===== config.mk =====
export PLATFORM = sky130hd
export DESIGN_NAME = crt_divu
export DESIGN_NICKNAME = d
export VERILOG_FILES = /design/src/rtl/crt_pkg.sv /design/src/rtl/crt_divu.sv
export SDC_FILE = /design/constraint.sdc
export NUM_CORES = 1
export LEC_CHECK = 0
export BUFFER_PORTS_ARGS = -buffer_cell sky130_fd_sc_hd__buf_2
export CORE_MARGIN = 1
export CORE_UTILIZATION = 50
export CTS_BUF_LIST = sky130_fd_sc_hd__clkbuf_4 sky130_fd_sc_hd__clkbuf_8
export DETAILED_ROUTE_END_ITERATION = 8
export PLACE_DENSITY = 0.8
export RECOVER_POWER = 100
export SLEW_MARGIN = 5
export SYNTH_ARGS = -nofsm -noshare
export SYNTH_HDL_FRONTEND = slang
export SYNTH_SLANG_ARGS = --single-unit

===== constraint.sdc =====
create_clock -name clk -period 6.67 [get_ports clk]
set_clock_uncertainty 0.15 [all_clocks]
set_input_delay 0.667 -clock clk [delete_from_list [all_inputs] [get_ports clk]]
set_output_delay 0.667 -clock clk [all_outputs]
set_load 0.1 [all_outputs]

===== src/rtl/crt_pkg.sv =====
// Package for the congruence combiner: widths and defaults.
// No dependencies.
package crt_pkg;
	localparam int MODULUS_BITS_DEF = 62;
	localparam int INPUT_BITS_DEF   = 32;
	localparam int RES_W = 62;
	localparam int MOD_W = 63;
	localparam int IN_W  = 32;
endpackage


===== src/rtl/crt_divu.sv =====
// Restoring bit-serial divider, one quotient bit per cycle.
// Depends on crt_pkg.
module crt_divu
	import crt_pkg::*;
#(
	parameter int W = 64
) (
	input  logic         clk,
	input  logic         arst_n,
	input  logic         start,
	input  logic [W-1:0] num,
	input  logic [W-1:0] den,
	output logic         done,
	output logic [W-1:0] quo,
	output logic [W-1:0] rem
);
	localparam int CW = $clog2(W + 1);
	logic [W-1:0]  quo_q, rem_q, den_q;
	logic [CW-1:0] cnt_q;
	logic          busy_q;
	logic [W:0]    trial;

	assign trial = {rem_q, quo_q[W-1]} - {1'b0, den_q};

	always_ff @(posedge clk or negedge arst_n) begin
		if (!arst_n) begin
			busy_q <= 1'b0;
			cnt_q  <= '0;
			done   <= 1'b0;
		end else begin
			done <= 1'b0;
			if (start) begin
				busy_q <= 1'b1;
				cnt_q  <= CW'(W);
			end else if (busy_q) begin
				cnt_q <= cnt_q - 1'b1;
				if (cnt_q == CW'(1)) begin
					busy_q <= 1'b0;
					done   <= 1'b1;
				end
			end
		end
	end

	always_ff @(posedge clk) begin
		if (start) begin
			quo_q <= num;
			rem_q <= '0;
			den_q <= den;
		end else if (busy_q) begin
			if (!trial[W]) begin
				rem_q <= trial[W-1:0];
				quo_q <= {quo_q[W-2:0], 1'b1};
			end else begin
				rem_q <= {rem_q[W-2:0], quo_q[W-1]};
				quo_q <= {quo_q[W-2:0], 1'b0};
			end
		end
	end

	assign quo = quo_q;
	assign rem = rem_q;
endmodule


==> impl_metrics.py, run 1 <==
metrics = {
    "status": {
        "status": "finished with violations",
        "violations": "max-capacitance violations, max-slew violations",
    },
    "die": {
        "die_w_um": 155,
        "row_count": 55,
        "io_pins": 260,
        "die_h_um": 155,
        "dieArea_um2": 23900,
        "core_area_um2": 22700,
        "initial_core_util_pct": 51.3,
    },
    "routing": {
        "met1_length_um": 12600,
        "vias_per_cell": 5.66,
        "drtAntennaViolNets": 0,
        "drt-total-wl_um": 30000,
        "top_layer_used": "met5",
        "wl_met2_um": 14000,
        "wl_met3_um": 2310,
        "drt-initial-drc-count": 597,
        "drt-pass1-iter-count": 6,
        "route.detailed.drc": 0,
        "vias": 9866,
        "wl_per_cell_um": 17.2,
    },
    "power_and_ir_drop": {
        "power_leakage_uw": 0.00569,
        "p_seq_share_pct": 26.0,
        "switching_share_pct": 54.2,
        "p_per_area_nw_per_um2": 533,
        "clockPowerShare_pct": 16.4,
        "peakVddDrop_mv": 0.239,
        "share_comb_of_total_power_pct": 57.6,
        "p_switching_uw": 3940,
        "intPower_uw": 3330,
    },
    "yosys": {
        "ys_warn_count": 0,
        "synth-edff-count": 128,
        "synth_top_area_share_pct": 33.0,
        "yosys_most_used_dff": "edfxtp_1",
        "synthTopCellsByArea": "edfxtp_1, dfxtp_1, ha_1",
        "synth_fa_ha_area_share_pct": 7.27,
        "synth_top_area_cell": "edfxtp_1",
        "syn_area_um2": 11600,
        "synth-simple-area-share_pct": 12.4,
        "yosys.area_share.xor_xnor_pct": 4.67,
        "syn-num-nets": 1384,
        "syn_avg_cell_area_um2": 9.81,
        "ys_types": 71,
        "ys_ff_latch": 201,
        "muxShareOfSynthArea_pct": 8.27,
        "synth_top_family_by_area": "compound AO/OA/AOI/OAI gates",
        "ys_seq_area_share_pct": 46.0,
        "synth_cells": 1186,
        "synth_common_cells": "edfxtp_1, nor2_1, a21oi_1",
        "synth_compound_area_share_pct": 16.7,
        "async_flop_share_pct": 4.48,
    },
    "cells_and_area": {
        "diodes": 0,
        "syn_to_final_growth_pct": 17.4,
        "fin_nets": 1629,
        "fillCellCount": 2000,
        "layout-drive-gt1-share_pct": 18.4,
    },
    "job": {
        "drv_cap": 3,
    },
    "placement": {
        "hpwl_um": 21700,
        "place_congestion": 0.972,
        "port_buffers": 259,
    },
    "sta": {
        "finalSetupTns_ps": 0,
        "maxSlewViolCount": 232,
        "rsz0062_at_grt": "false",
        "finalHoldViolCount": 0,
        "fin_crit_ps": 5610,
        "whs_ps": 143,
        "fmax_mhz": 178,
        "min_period_over_period_pct": 84.1,
        "worstMarginPinSlew_ps": 4030,
        "setup_violations": 0,
        "max-slew-margin-rel_pct": -169,
    },
    "global_route": {
        "grt_antenna_before_repair": 1,
        "grt_usage_pct": 24.5,
        "grt_pass1_wl_um": 46900,
        "grt_pass1_vias": 9412,
        "grt_max_degree": 107,
        "grt_overflow": 0,
    },
    "min_path": {
        "hold_path.class": "input port to flip-flop",
    },
    "setup_path": {
        "timing.rr.end": "rem[63]",
        "worstReg2RegStart": "busy_q",
        "critPathArrivalTime_ps": 5880,
        "critPathMaxFanout": 88,
        "reg2reg_depth": 3,
        "startpoint_type": "flip-flop",
        "crit_chain": "clkbuf_1, nand2b_1, o32ai_1",
        "cpPeakStageDelay_ps": 2820,
        "r2r_slack_ps": 1060,
        "worst_ep_required_time_ps": 6940,
        "crit_path_end": "rem[63]",
        "worst_setup_path_end_kind": "flip-flop",
        "startpoint": "busy_q",
        "path_class": "flip-flop to flip-flop",
        "cpMaxStageDelayCell": "clkbuf_1",
    },
    "clocking": {
        "htree_num_levels": 2,
        "clk_latency_ps": 550,
        "cts_sinks": 201,
        "cts_resized": 0,
        "clock_path_buffers": 3,
        "numCtsBuffers": 36,
        "cts_tree": "built",
        "clk_pin_slew_worst_paths_ps": 60,
        "ctsRootBufferMaster": "clkbuf_8",
    },
}
## power by group through the flow
stage               logic [µW]  clock network (µW)  registers, µW
global placement          4160                   0           1900
finish                    4190                1190           1890
detailed placement        4220                   0           1900
CTS                       4240                1220           1880
global route              4470                1270           1930
floorplan                 1890                   0           3490
## sequential cells by signal (all words and copies together) (netlist names)
register / count
done: 1
quo: 64
rem: 64
cnt_q: 7
den_q: 64
busy_q: 1
## worst min path at each step
stage,from,end,slack (ps),cells after the start
finish,den[24],den_q[24],140,1
global route,den[17],den_q[17],110,1
CTS,den[24],den_q[24],130,1
detailed placement,rem[4],rem[4],340,2
global placement,rem[21],rem[21],330,2
floorplan,arst_n,busy_q,220,0
## per-layer routing
layer | global-route usage (%) | vias up
met5 | 0 | -
met4 | 11.2 | 2
met3 | 6.81 | 76
met2 | 40.8 | 394
li1 | - | 4799
met1 | 29.4 | 4595
## cell usage in the layout (no fill, tap or decap), types with 64 or more instances in the layout
cell	count
dfxtp_1	64
nand2_1	86
a21oi_1	113
clkbuf_1	135
buf_2	126
inv_1	78
ha_1	66
edfxtp_1	128
nor2_1	128
## what timing repair did
action | 4_1_cts | 5_1_grt
endpoints found under the hold margin | 9 | 0
buffers inserted | 0 | 0
hold buffers | 1 | 0
## cell type report
type                       instances  area, µm²  share of cell area (%)
clock buffer                      51        627                    4.59
clock inverter                    15        115                   0.843
inverter                          79        297                    2.17
multi-input combinational        846       5730                    41.9
sequential                       201       5350                    39.2
tap                              285        357                    2.61
timing repair buffer             267       1190                    8.68
## logic make-up (layout without fill, tap and decap cells)
kind of cell,count (synthesis),count (layout)
AND/OR/NAND/NOR,317,317
AO/OA/AOI/OAI,312,312
flip-flops,201,201
buffers and inverters,139,412
multiplexers,88,88
adder cells (fa/ha/maj),67,67
XOR/XNOR,62,62
## worst max-delay path: cells and delay by family (launching register included)
| family | cells | cell delay, ps |
|---|---|---|
| AOI/OAI and AO/OA | 1 | 540 |
| buffers and inverters | 1 | 2820 |
| DFF | 1 | 340 |
| and+or+nand+nor | 1 | 1630 |
## through the flow
stage / instances / utilization [%] / instance area (µm²) / setup WS (ps) / power (µW)
2_1_floorplan: 1186 / - / 11600 / 2230 / 5380
3_3_place_gp: 1677 / 57.7 / 13100 / 1940 / 6050
3_5_place_dp: 1677 / 57.7 / 13100 / 1730 / 6120
4_1_cts: 1744 / 61.0 / 13800 / 1620 / 7340
5_1_grt: 1744 / 60.1 / 13700 / 667 / 7670
6_report: 1744 / 60.1 / 13700 / 1060 / 7270
(Power assumes the default switching activity.)
==> run 2, diff against run 1 <==
--- a/config.mk
+++ b/config.mk
@@ -5,6 +5,7 @@
 export SDC_FILE = /design/constraint.sdc
 export NUM_CORES = 1
 export LEC_CHECK = 0
+export ABC_AREA = 1
 export BUFFER_PORTS_ARGS = -buffer_cell sky130_fd_sc_hd__buf_2
 export CORE_MARGIN = 1
 export CORE_UTILIZATION = 50
==> constraint.sdc (replaced) <==
create_clock -name clk -period 4.6 [get_ports clk]
set_clock_uncertainty 0.15 [all_clocks]
set_input_delay 0.46 -clock clk [delete_from_list [all_inputs] [get_ports clk]]
set_output_delay 0.46 -clock clk [all_outputs]
set_load 0.1 [all_outputs]
==> impl_metrics.py, run 2 <==
metrics = {
    "cells_and_area": {
        "instances_no_fill": 3038,
        "final_common_cell": "nand2_1",
        "postLayoutCellArea_um2": 17500,
        "layout-drive-gt1-share_pct": 9.42,
        "layout_common_cells": "nand2_1, inv_1, clkbuf_1",
        "fin_nets": 2823,
        "diodes": 0,
        "syn_to_final_growth_pct": 19.7,
    },
    "yosys": {
        "synth_common_cells": "nand2_1, inv_1, nand3_1",
        "ys_seq_area_share_pct": 36.6,
        "ys_ff_latch": 201,
        "syn_area_um2": 14600,
        "synth_top_area_cell": "nand2_1",
        "synth.most_common_cell": "nand2_1",
        "ys_types": 36,
        "async_flop_share_pct": 4.48,
        "ys_warn_count": 0,
        "syn_avg_cell_area_um2": 6.37,
        "synthTopCellsByArea": "nand2_1, edfxtp_1, inv_1",
        "synth_cells": 2293,
        "syn-num-nets": 2491,
        "synth_top_area_share_pct": 26.9,
        "yosys_most_used_dff": "edfxtp_1",
        "synth-edff-count": 128,
    },
    "setup_path": {
        "timing.rr.end": "quo[0]",
        "critPathArrivalTime_ps": 3780,
        "worstReg2RegStart": "quo[63]",
        "crit_family": "buffers and inverters",
        "path_class": "flip-flop to flip-flop",
        "worst_ep_required_time_ps": 4700,
        "cpMaxStageDelayCell": "clkbuf_2",
        "cpPeakStageDelay_ps": 850,
        "reg2reg_depth": 18,
        "crit_chain": "inv_1, ha_1, fa_1, inv_1, nand2_1, nand2_1, nand3_1, nand2_1, nand2_1, nand2_1, nand2_1, nand2_1, nand2_2, nand2_1, nand2_1, nand2_2, clkbuf_2, o21ai_0",
        "worst_setup_path_end_kind": "flip-flop",
        "path_buf_inv": 3,
        "critPathMaxFanout": 45,
        "startpoint_type": "flip-flop",
        "path_common_cell": "nand2_1",
        "r2r_slack_ps": 910,
    },
    "placement": {
        "placed_area_um2": 16200,
        "hpwl_um": 36200,
        "place_inst": 2902,
        "place_congestion": 1.01,
        "port_buffers": 259,
    },
    "power_and_ir_drop": {
        "power_leakage_uw": 0.00989,
        "power_uw": 5130,
        "p_per_area_nw_per_um2": 294,
        "peakVddDrop_mv": 0.282,
    },
    "min_path": {
        "holdPathEnd": "quo[11]",
        "hold_path.class": "input port to flip-flop",
        "min_from": "num[11]",
        "holdPathStages": 3,
    },
    "die": {
        "die_w_um": 173,
        "io_pins": 260,
        "row_count": 62,
        "dieArea_um2": 29900,
        "core_area_um2": 28700,
        "initial_core_util_pct": 50.9,
        "die_h_um": 173,
    },
    "clocking": {
        "cts_tree": "built",
        "numCtsBuffers": 37,
        "clk_pin_slew_worst_paths_ps": 60,
        "cts_sinks": 201,
        "ctsRootBufferMaster": "clkbuf_8",
        "htree_num_levels": 2,
        "clk_latency_ps": 570,
        "clock_path_buffers": 3,
    },
    "sta": {
        "min_period_over_period_pct": 80.2,
        "setup_violations": 0,
        "worstMarginPinSlew_ps": 2970,
        "maxSlewViolCount": 155,
        "finalSetupTns_ps": 0,
        "finalHoldViolCount": 0,
        "fmax_mhz": 271,
        "max-slew-margin-rel_pct": -98.2,
        "fin_crit_ps": 3690,
        "rsz0062_at_grt": "false",
        "whs_ps": 23.6,
    },
    "routing": {
        "wl_per_cell_um": 15.1,
        "drt-initial-drc-count": 999,
        "vias": 14690,
        "drt-pass1-iter-count": 8,
        "drtAntennaViolNets": 0,
        "vias_per_cell": 4.84,
        "route.detailed.drc": 0,
        "drt-total-wl_um": 46000,
    },
    "global_route": {
        "grt_usage_pct": 30.7,
        "grt_max_degree": 66,
        "grt_pass1_vias": 14315,
        "grt_pass1_wl_um": 73100,
        "grt_overflow": 0,
        "grt_antenna_before_repair": 1,
    },
    "status": {
        "violations": "max-capacitance violations, max-slew violations",
        "status": "finished with violations",
    },
    "job": {
        "drv_cap": 3,
    },
}
==> run 2: cell types whose count changed after synthesis, sizes merged, moves of 24 or more <==
cell,change
mux2,-65
xor2,-29
a211oi,-41
clkbuf,-24
nand3,+119
o21ai,-47
nand2,+1009
inv,+422
a21oi,-59
==> run 2: kinds of logic after synthesis <==
| group | share of synthesized area [%] |
|---|---|
| flip-flops | 36.6 |
| buffers and inverters | 14.8 |
| XOR/XNOR | 1.86 |
| AND/OR/NAND/NOR | 38.3 |
| adder cells (fa/ha/maj) | 5.79 |
| AO/OA/AOI/OAI | 2.65 |
==> run 2: per-layer routing <==
metal | routed length, µm | global-route usage [%] | up-vias
met5 | 13 | 0 | -
met1 | 19700 | 39.6 | 6551
met4 | 1210 | 9.03 | 2
li1 | - | - | 7525
met3 | 3020 | 3.83 | 73
met2 | 22100 | 53.8 | 539
==> run 2: worst reg2reg max path: stages (launching register included) <==
cell and delay, ps:
edfxtp_1 340, inv_1 60, ha_1 230, fa_1 420, inv_1 110, nand2_1 50, nand2_1 60, nand3_1 60
nand2_1 160, nand2_1 70, nand2_1 140, nand2_1 70, nand2_1 110, nand2_2 90, nand2_1 90, nand2_1 60
nand2_2 60, clkbuf_2 850, o21ai_0 210
==> run 2: worst max-delay path by stage <==
stage	start	end	slack (ps)	cells past startpoint
2_1_floorplan	quo[63]	quo[0]	1200	19
3_3_place_gp	quo[63]	rem[16]	1540	19
3_5_place_dp	quo[63]	quo[0]	1380	18
4_1_cts	quo[63]	rem[29]	1370	19
5_1_grt	start	quo[39]	590	4
6_report	quo[63]	quo[0]	910	18
==> run 2: cell type report <==
type / instances / area, µm²
fillers: 2829 / 11200
clock buffers: 58 / 723
flip-flops and latches: 201 / 5350
multi-input cells: 1549 / 7070
repair buffers: 335 / 1850
clock inverters: 10 / 120
inverters: 501 / 1880
well taps: 384 / 480
==> run 2: timing repair <==
item / CTS / global route
gates resized for setup: 0 / 0
buffers inserted: 0 / 0
hold buffers: 68 / 0
hold endpoints to repair: 76 / 0
setup endpoints to repair: 0 / 0
==> run 2: power breakdown <==
part	switching, µW	total (µW)	internal [µW]
Combinational	831	1070	237
Clock	812	1940	1130
Sequential	65.8	2130	2060
==> run 2: metrics by stage <==
step           setup slack, ps  utilization (%)
4_1_cts                   1370             61.7
2_1_floorplan             1200                -
3_5_place_dp              1380             56.4
3_3_place_gp              1540             56.4
5_1_grt                    591             60.9
6_report                   911             60.9
